<file path="src/sv/lge_pkg.sv">
// Shared constants for the life generation engine: command codes,
// field widths and the B3/S23 neighbor counts.
// No dependencies; imported by every module of the block.
package lge_pkg;

    // Field widths of the stream beats and the registers
    localparam int CMD_W  = 2;
    localparam int IDX_W  = 6;
    localparam int BITS_W = 64;
    localparam int CFG_W  = 7;

    // Command codes carried in tuser
    localparam logic [CMD_W-1:0] CMD_WRITE = 2'd0;
    localparam logic [CMD_W-1:0] CMD_STEP  = 2'd1;
    localparam logic [CMD_W-1:0] CMD_READ  = 2'd2;

    // Register select (paddr[2])
    localparam logic REG_COLS = 1'b0;
    localparam logic REG_ROWS = 1'b1;

    // Reset value of both size registers
    localparam logic [CFG_W-1:0] CFG_RESET = 7'd64;

    // B3/S23 neighbor counts
    localparam logic [3:0] NBR_BIRTH = 4'd3;
    localparam logic [3:0] NBR_KEEP  = 4'd2;

endpackage

</file>
<file path="src/sv/lge_cell_lane.sv">
// One cell lane: counts the eight neighbors of a cell and applies B3/S23.
// Depends on lge_pkg.
module lge_cell_lane
    import lge_pkg::*;
(
    input  logic [2:0] up_bits,     // column c-1, c, c+1 of the row above
    input  logic [1:0] side_bits,   // column c-1, c+1 of the same row
    input  logic [2:0] down_bits,   // column c-1, c, c+1 of the row below
    input  logic       center_bit,
    output logic       next_bit
);

    logic [3:0] nbr_count;

    // Neighbor population count
    assign nbr_count = 4'(up_bits[0]) + 4'(up_bits[1]) + 4'(up_bits[2])
                     + 4'(side_bits[0]) + 4'(side_bits[1])
                     + 4'(down_bits[0]) + 4'(down_bits[1]) + 4'(down_bits[2]);

    // Birth on three, survive on two
    assign next_bit = (nbr_count == NBR_BIRTH) || ((nbr_count == NBR_KEEP) && center_bit);

endmodule

</file>
<file path="src/sv/lge_row_merge.sv">
// Row of cell lanes plus the merge stage that keeps border columns.
// Depends on lge_pkg and lge_cell_lane.
module lge_row_merge
    import lge_pkg::*;
#(
    parameter int BOARD_WIDTH = 64
) (
    input  logic [BOARD_WIDTH-1:0] row_above,
    input  logic [BOARD_WIDTH-1:0] row_here,
    input  logic [BOARD_WIDTH-1:0] row_below,
    input  logic [CFG_W-1:0]       ncols,
    output logic [BOARD_WIDTH-1:0] row_next
);

    logic [BOARD_WIDTH+1:0] pad_above;
    logic [BOARD_WIDTH+1:0] pad_here;
    logic [BOARD_WIDTH+1:0] pad_below;
    logic [BOARD_WIDTH-1:0] lane_out;
    logic [BOARD_WIDTH-1:0] interior;

    // Dead cells just outside the word on both sides
    assign pad_above = {1'b0, row_above, 1'b0};
    assign pad_here  = {1'b0, row_here,  1'b0};
    assign pad_below = {1'b0, row_below, 1'b0};

    for (genvar c = 0; c < BOARD_WIDTH; c++) begin : g_lane
        lge_cell_lane u_lane (
            .up_bits    (pad_above[c+2:c]),
            .side_bits  ({pad_here[c+2], pad_here[c]}),
            .down_bits  (pad_below[c+2:c]),
            .center_bit (row_here[c]),
            .next_bit   (lane_out[c])
        );
        // Column c is updated only between the border columns
        assign interior[c] = (c >= 1) && ((32'(c) + 32'd1) < 32'(ncols));
    end

    // Merge: lanes inside, old cells on the borders and beyond
    assign row_next = (lane_out & interior) | (row_here & ~interior);

endmodule

</file>
<file path="src/sv/life_generation_engine_top.sv">
// Life generation engine: row-organized cell board with write, read and
// B3/S23 step commands. Write, unknown command and a step on a board under
// 3x3 answer in the cycle after the beat is accepted; a read passes through
// S_READ; a step sweeps the rows in use (capped at BOARD_HEIGHT), one board read per row.
// One command is in flight at a time. Reset: a clearing pass zeroes the
// board with s_tready low; sizes reset to 64.
module life_generation_engine_top
    import lge_pkg::*;
#(
    parameter int BOARD_WIDTH  = 64,
    parameter int BOARD_HEIGHT = 64
) (
    input  logic        aclk,
    input  logic        aresetn,
    // Command stream
    input  logic        s_tvalid,
    output logic        s_tready,
    input  logic [71:0] s_tdata,   // [5:0] row_index, [69:6] row_bits, [71:70] zero
    input  logic [1:0]  s_tuser,   // [1:0] cmd
    // Result stream
    output logic        m_tvalid,
    input  logic        m_tready,
    output logic [63:0] m_tdata,   // [63:0] read_bits
    output logic [1:0]  m_tuser,   // [1:0] done_cmd
    // Register port
    input  logic        psel,
    input  logic        penable,
    input  logic        pwrite,
    input  logic [2:0]  paddr,
    input  logic [31:0] pwdata,
    output logic [31:0] prdata,
    output logic        pready
);

    localparam int ADDR_W = (BOARD_HEIGHT > 1) ? $clog2(BOARD_HEIGHT) : 1;

    typedef enum logic [1:0] {S_CLEAR, S_IDLE, S_READ, S_STEP} state_t;

    state_t                 state_reg;
    logic [ADDR_W-1:0]      clr_cnt_reg;
    logic [CFG_W-1:0]       cols_reg;
    logic [CFG_W-1:0]       rows_reg;
    logic                   m_tvalid_reg;
    logic [BITS_W-1:0]      m_tdata_reg;
    logic [CMD_W-1:0]       m_tuser_reg;
    logic                   rd_ok_reg;
    logic [CFG_W-1:0]       rd_cnt_reg;
    logic [CFG_W-1:0]       rd_row_reg;
    logic                   rd_vld_reg;
    logic [BOARD_WIDTH-1:0] above_reg;
    logic [BOARD_WIDTH-1:0] here_reg;
    logic [BOARD_WIDTH-1:0] rdata_reg;

    logic [BOARD_WIDTH-1:0] board_mem [BOARD_HEIGHT];

    logic [CMD_W-1:0]       s_cmd;
    logic [IDX_W-1:0]       s_row_index;
    logic [BITS_W-1:0]      s_row_bits;
    logic                   s_accept;
    logic                   idx_in_range;
    logic [ADDR_W-1:0]      idx_addr;
    logic [CFG_W-1:0]       ncols;
    logic [CFG_W-1:0]       nrows;
    logic                   degenerate;
    logic                   issue;
    logic                   wb_valid;
    logic                   cfg_write;
    logic                   mem_we;
    logic [ADDR_W-1:0]      mem_waddr;
    logic [BOARD_WIDTH-1:0] mem_wdata;
    logic [ADDR_W-1:0]      mem_raddr;
    logic [BOARD_WIDTH-1:0] row_next;

    // Unpack the command beat
    assign s_cmd       = s_tuser;
    assign s_row_index = s_tdata[IDX_W-1:0];
    assign s_row_bits  = s_tdata[IDX_W+BITS_W-1:IDX_W];

    assign s_tready     = (state_reg == S_IDLE) && (!m_tvalid_reg || m_tready);
    assign s_accept     = s_tvalid && s_tready;
    assign idx_in_range = 32'(s_row_index) < BOARD_HEIGHT;
    assign idx_addr     = ADDR_W'(s_row_index);

    // Sizes saturated to the board
    assign ncols = (32'(cols_reg) > BOARD_WIDTH)  ? CFG_W'(BOARD_WIDTH)  : cols_reg;
    assign nrows = (32'(rows_reg) > BOARD_HEIGHT) ? CFG_W'(BOARD_HEIGHT) : rows_reg;
    assign degenerate = (ncols < 7'd3) || (nrows < 7'd3);

    // Step sweep: one row read issued per cycle, writeback two rows behind
    assign issue    = (state_reg == S_STEP) && (rd_cnt_reg < nrows);
    assign wb_valid = (state_reg == S_STEP) && rd_vld_reg && (rd_row_reg >= 7'd2);

    // Register port
    assign pready    = 1'b1;
    assign cfg_write = psel && penable && pwrite && pready;
    assign prdata    = (paddr[2] == REG_ROWS) ? 32'(rows_reg) : 32'(cols_reg);

    // Memory port muxing
    always_comb begin
        mem_we    = 1'b0;
        mem_waddr = idx_addr;
        mem_wdata = BOARD_WIDTH'(s_row_bits);
        mem_raddr = idx_addr;
        if (state_reg == S_CLEAR) begin
            mem_we    = 1'b1;
            mem_waddr = clr_cnt_reg;
            mem_wdata = '0;
        end else if (wb_valid) begin
            mem_we    = 1'b1;
            mem_waddr = ADDR_W'(rd_row_reg - 7'd1);
            mem_wdata = row_next;
        end else if (s_accept && (s_cmd == CMD_WRITE) && idx_in_range) begin
            mem_we = 1'b1;
        end
        if (state_reg == S_STEP) begin
            mem_raddr = ADDR_W'(rd_cnt_reg);
        end
    end

    // Board memory, registered read
    always_ff @(posedge aclk) begin
        if (mem_we) begin
            board_mem[mem_waddr] <= mem_wdata;
        end
        rdata_reg <= board_mem[mem_raddr];
    end

    // Old-generation row window
    always_ff @(posedge aclk) begin
        if ((state_reg == S_STEP) && rd_vld_reg) begin
            above_reg <= here_reg;
            here_reg  <= rdata_reg;
        end
    end

    // Lanes and merge for the row being rewritten
    lge_row_merge #(
        .BOARD_WIDTH (BOARD_WIDTH)
    ) u_merge (
        .row_above (above_reg),
        .row_here  (here_reg),
        .row_below (rdata_reg),
        .ncols     (ncols),
        .row_next  (row_next)
    );

    // Control state and result register
    always_ff @(posedge aclk) begin
        if (!aresetn) begin
            state_reg    <= S_CLEAR;
            clr_cnt_reg  <= '0;
            cols_reg     <= CFG_RESET;
            rows_reg     <= CFG_RESET;
            m_tvalid_reg <= 1'b0;
            rd_cnt_reg   <= '0;
            rd_vld_reg   <= 1'b0;
        end else begin
            if (cfg_write) begin
                if (paddr[2] == REG_ROWS) begin
                    rows_reg <= pwdata[CFG_W-1:0];
                end else begin
                    cols_reg <= pwdata[CFG_W-1:0];
                end
            end
            if (m_tvalid_reg && m_tready) begin
                m_tvalid_reg <= 1'b0;
            end
            unique case (state_reg)
                S_CLEAR: begin
                    clr_cnt_reg <= clr_cnt_reg + 1'b1;
                    if (clr_cnt_reg == ADDR_W'(BOARD_HEIGHT - 1)) begin
                        state_reg <= S_IDLE;
                    end
                end
                S_IDLE: begin
                    if (s_accept) begin
                        rd_ok_reg <= idx_in_range;
                        if (s_cmd == CMD_READ) begin
                            state_reg <= S_READ;
                        end else if ((s_cmd == CMD_STEP) && !degenerate) begin
                            state_reg  <= S_STEP;
                            rd_cnt_reg <= '0;
                            rd_vld_reg <= 1'b0;
                        end else begin
                            m_tvalid_reg <= 1'b1;
                            m_tdata_reg  <= '0;
                            m_tuser_reg  <= s_cmd;
                        end
                    end
                end
                S_READ: begin
                    m_tvalid_reg <= 1'b1;
                    m_tdata_reg  <= rd_ok_reg ? BITS_W'(rdata_reg) : '0;
                    m_tuser_reg  <= CMD_READ;
                    state_reg    <= S_IDLE;
                end
                S_STEP: begin
                    rd_vld_reg <= issue;
                    rd_row_reg <= rd_cnt_reg;
                    if (issue) begin
                        rd_cnt_reg <= rd_cnt_reg + 7'd1;
                    end
                    // Last row's data arrived: border row, sweep done
                    if (rd_vld_reg && (rd_row_reg == nrows - 7'd1)) begin
                        rd_vld_reg   <= 1'b0;
                        m_tvalid_reg <= 1'b1;
                        m_tdata_reg  <= '0;
                        m_tuser_reg  <= CMD_STEP;
                        state_reg    <= S_IDLE;
                    end
                end
                default: begin
                    state_reg <= S_IDLE;
                end
            endcase
        end
    end

    assign m_tvalid = m_tvalid_reg;
    assign m_tdata  = m_tdata_reg;
    assign m_tuser  = m_tuser_reg;

    // Only a read beat carries row data
    a_data_only_on_read: assert property (@(posedge aclk) disable iff (!aresetn)
        (m_tvalid && (m_tuser != CMD_READ)) |-> (m_tdata == '0))
        else $error("non-read result carries nonzero data");

    // Step writeback stays on interior rows
    a_wb_interior: assert property (@(posedge aclk) disable iff (!aresetn)
        wb_valid |-> ((rd_row_reg >= 7'd2) && (rd_row_reg < nrows)))
        else $error("step writeback outside interior rows");

    // Sweep counter never passes the row count
    a_cnt_bound: assert property (@(posedge aclk) disable iff (!aresetn)
        (state_reg == S_STEP) |-> (rd_cnt_reg <= nrows))
        else $error("step read counter overran");

    // A new command never lands on an undrained result
    a_no_overwrite: assert property (@(posedge aclk) disable iff (!aresetn)
        (m_tvalid && !m_tready) |=> (m_tvalid && $stable(m_tdata) && $stable(m_tuser)))
        else $error("pending result overwritten");

endmodule
</file>
<file path="config.mk">
export PLATFORM = sky130hd
export DESIGN_NAME = life_generation_engine_top
export DESIGN_NICKNAME = d
export VERILOG_FILES = /design/src/sv/lge_pkg.sv /design/src/sv/lge_cell_lane.sv /design/src/sv/lge_row_merge.sv /design/src/sv/life_generation_engine_top.sv
export SDC_FILE = /design/constraint.sdc
export NUM_CORES = 2
export LEC_CHECK = 0
export CORE_MARGIN = 8
export CORE_UTILIZATION = 34
export DETAILED_ROUTE_END_ITERATION = 8
export DONT_BUFFER_PORTS = 1
export GPL_TIMING_DRIVEN = 0
export PLACE_DENSITY = 0.51
export SYNTH_ARGS = -nofsm -noshare
export SYNTH_HDL_FRONTEND = slang
export SYNTH_HIERARCHICAL = 1
export SYNTH_SLANG_ARGS = --single-unit
</file>
<file path="constraint.sdc">
create_clock -name aclk -period 9.4 [get_ports aclk]
set_input_delay 1.41 -clock aclk [delete_from_list [all_inputs] [get_ports aclk]]
set_output_delay 1.41 -clock aclk [all_outputs]
set_load 0.02 [all_outputs]
</file>
==> flow_metrics.py <==
metrics = {
    "placed_design": {
        "pre_cts_slack_ps": 2350,
        "dp_cells": 18824,
        "gp_congestion": 0.921,
        "hpwl_um": 484000,
        "port_buffers": 0,
        "placed_area_mm2": 0.205,
    },
    "final_layout": {
        "fin_area_mm2": 0.220,
        "largest_register_ffs": 4096,
        "fin_cells": 19740,
        "fin_nets": 12588,
        "postLayoutCoreUtil": 0.401,
        "drive_gt1_frac": 0.171,
        "syn_to_final_growth_pct": 17.5,
        "regMostFlops": "board_mem",
        "nFillCells": 49243,
    },
    "clocking": {
        "clock-sinks": 4392,
        "ctsHoldBuffers": 0,
        "cts_resized": 0,
        "path_clk_slew_ps": 70,
        "cts.path.max_buffers": 4,
        "cts_tree": "done",
        "cts_setup_buffers": 0,
        "numCtsBuffers": 448,
        "clock_latency_ps": 1060,
        "htree_levels": 5,
        "root_buffer": "clkbuf_16",
    },
    "worst_setup_path": {
        "rr_startpoint": "rd_cnt_reg[0]$_SDFFE_PN0P_",
        "timing.rr.end": "rdata_reg[61]$_DFF_P_",
        "end_kind": "flop",
        "reg2reg_slack_ps": 3030,
        "crit_path_max_fanout": 10,
        "arrival_ps": 6860,
        "startpoint": "rd_cnt_reg[0]$_SDFFE_PN0P_",
        "worstPathRequired_ps": 9890,
        "crit_type": "reg -> reg",
        "start_kind": "flop",
        "crit_end": "rdata_reg[61]$_DFF_P_",
        "ff2ff_path_depth": 9,
    },
    "floorplan": {
        "core_mm2": 0.548,
        "die_area_mm2": 0.574,
        "io_pins": 217,
        "row_count": 272,
        "die_w_um": 758,
        "die_h_um": 758,
        "initial_core_util": 0.341,
    },
    "routing": {
        "drtPass1Iterations": 7,
        "antenna_left": 0,
        "routedWlPerCell_um": 33.4,
        "drc": 0,
        "dr_total_vias": 110622,
        "vias_per_cell": 5.60,
        "routed_wl_um": 660000,
        "first_iter_violations": 13807,
    },
    "synthesis": {
        "yosysTopAreaCell": "edfxtp_1",
        "ys_warn_count": 6,
        "ys_seq_elements": 4392,
        "synth_cell_types": 83,
        "synth_area_leaders": "edfxtp_1 (69%), mux4_2 (6.2%), mux2i_1 (4.8%)",
        "syn_inst": 11149,
        "async_reset_ff_frac": 0,
        "synthesis.area_mm2": 0.187,
        "synth_common_cells": "edfxtp_1 (4297), mux2i_1 (902), inv_1 (707), mux4_2 (512), nor2_1 (425)",
        "syn-mean-instance-area_um2": 16.8,
        "yosysMostFrequentCell": "edfxtp_1",
        "synth_top_area_frac": 0.690,
        "synth_flop_cell": "edfxtp_1",
        "yosysSeqAreaShare": 0.700,
        "synth-edff-count": 4297,
    },
    "sta": {
        "timing.setup.tns_ps": 0,
        "worst_slew_pin_slew_ps": 1630,
        "finalClockSkew_ps": 95.3,
        "min_period_ps": 6370,
        "whs_ps": 470,
        "hold_viol_final": 0,
        "maxSlewHeadroom": -0.116,
        "setup_violations": 0,
        "maxSlewViolCount": 35,
        "layout_setup_ws_ps": 3030,
        "rsz0062_at_grt": "false",
        "max_freq_mhz": 157,
        "period_share": 0.678,
    },
    "pwr": {
        "power_frac_comb": 0.066,
        "p_sw_mw": 9.80,
        "p_leak_nw": 67.0,
        "p_per_area_mw_per_mm2": 192,
        "totalPowerFinal_mw": 42.2,
        "peakVddDrop_uv": 167,
        "swShare": 0.232,
        "pwr-share-seq": 0.508,
        "p_int_mw": 32.4,
        "clkPwrFrac": 0.426,
    },
    "grt": {
        "gr-usage-all-layers": 0.222,
        "gr-total-overflow": 0,
        "gr-max-usage-layer": "met2",
        "grt_max_degree": 66,
        "antenna_found_initial": 73,
        "grt_use_met3": 0.0488,
        "use_met2": 0.355,
        "grt_pass1_vias": 109558,
        "gr-usage-met1": 0.299,
        "grt_first_pass_wirelength_um": 893000,
    },
    "hold_path": {
        "hold_path_class": "reg -> reg",
    },
    "flow_run": {
        "maxCapViolCount": 15,
    },
    "outcome": {
        "violations": "capacitance limit, slew limit",
        "status": "finished, violations left",
    },
}
how the worst min path moves through the flow:
stage / start / endpoint / slack [ps] / depth (start not counted)
global route: rdata_reg[0]$_DFF_P_ / here_reg[0]$_DFFE_PP_ / 490 / 0
CTS: rdata_reg[0]$_DFF_P_ / here_reg[0]$_DFFE_PP_ / 480 / 0
detailed placement: rdata_reg[0]$_DFF_P_ / here_reg[0]$_DFFE_PP_ / 460 / 0
global placement: rd_cnt_reg[0]$_SDFFE_PN0P_ / rd_row_reg[0]$_DFFE_PP_ / 450 / 0
floorplan: rdata_reg[0]$_DFF_P_ / here_reg[0]$_DFFE_PP_ / 420 / 0
finish: rdata_reg[0]$_DFF_P_ / here_reg[0]$_DFFE_PP_ / 470 / 0
area by class of cell:
| type | count | area (um^2) | area share |
|---|---|---|---|
| timing repair buffer | 395 | 7250 | 0.0330 |
| sequential | 4392 | 131000 | 0.596 |
| antenna | 72 | 180 | 0.000820 |
| multi-input combinational | 5373 | 51700 | 0.236 |
| tap | 7261 | 9080 | 0.0414 |
| clock buffer | 570 | 12000 | 0.0544 |
| clock inverter | 267 | 2620 | 0.0119 |
| buffer | 702 | 3230 | 0.0147 |
| inverter | 708 | 2670 | 0.0121 |
critical path, cell delays in order (launching register included):
cell and delay, ps:
dfxtp_1 350, buf_2 660, buf_2 750, clkbuf_1 960, mux2i_1 290, nor2_1 60, o32ai_1 490, nor4_1 250
a2111oi_2 950, nand4_1 1080
power groups by stage:
stage	combinational, mW	clock [mW]	sequential [mW]
2_1_floorplan	1.52	0	21.8
3_3_place_gp	2.57	0	21.9
3_5_place_dp	2.73	0	21.9
4_1_cts	2.75	18.2	21.4
5_1_grt	2.97	18.9	21.4
6_report	2.78	17.9	21.4
metal layers:
layer / part of all wire / up-vias
met5: 0.00027 / -
met4: 0.042 / 28
met3: 0.093 / 1175
met2: 0.46 / 5649
met1: 0.41 / 58072
li1: - / 45698
cells in the final DEF (no fill, tap or decap), types with 95 or more instances in the layout:
cell	synthesis	final
a211oi_1	388	387
inv_1	707	706
a21oi_1	298	234
a22o_1	128	128
clkbuf_16	0	454
edfxtp_1	4297	4297
nand2_1	340	340
buf_2	175	233
nor4_1	132	131
and2_1	176	176
mux4_2	512	512
clkinv_2	0	103
dfxtp_1	95	95
fa_1	252	252
o32ai_1	128	128
nor2_1	425	355
and3_1	389	389
buf_12	0	258
clkbuf_1	420	496
mux2i_1	902	902
ha_1	200	200
cells by family (layout without fill, tap and decap cells):
kind of cell | after synthesis | count (layout) | synth area share
DFF | 4392 | 4392 | 0.700
muxes | 1482 | 1482 | 0.114
and+or+nand+nor | 1821 | 1821 | 0.0504
xor gates and xnor gates | 17 | 17 | 0.000796
buffers and inverters | 1410 | 2642 | 0.0313
adders and majority gates | 452 | 452 | 0.0404
AOI/OAI and AO/OA | 1572 | 1572 | 0.0627
other | 3 | 101 | 0.0000602
(Power assumes the default switching activity.)
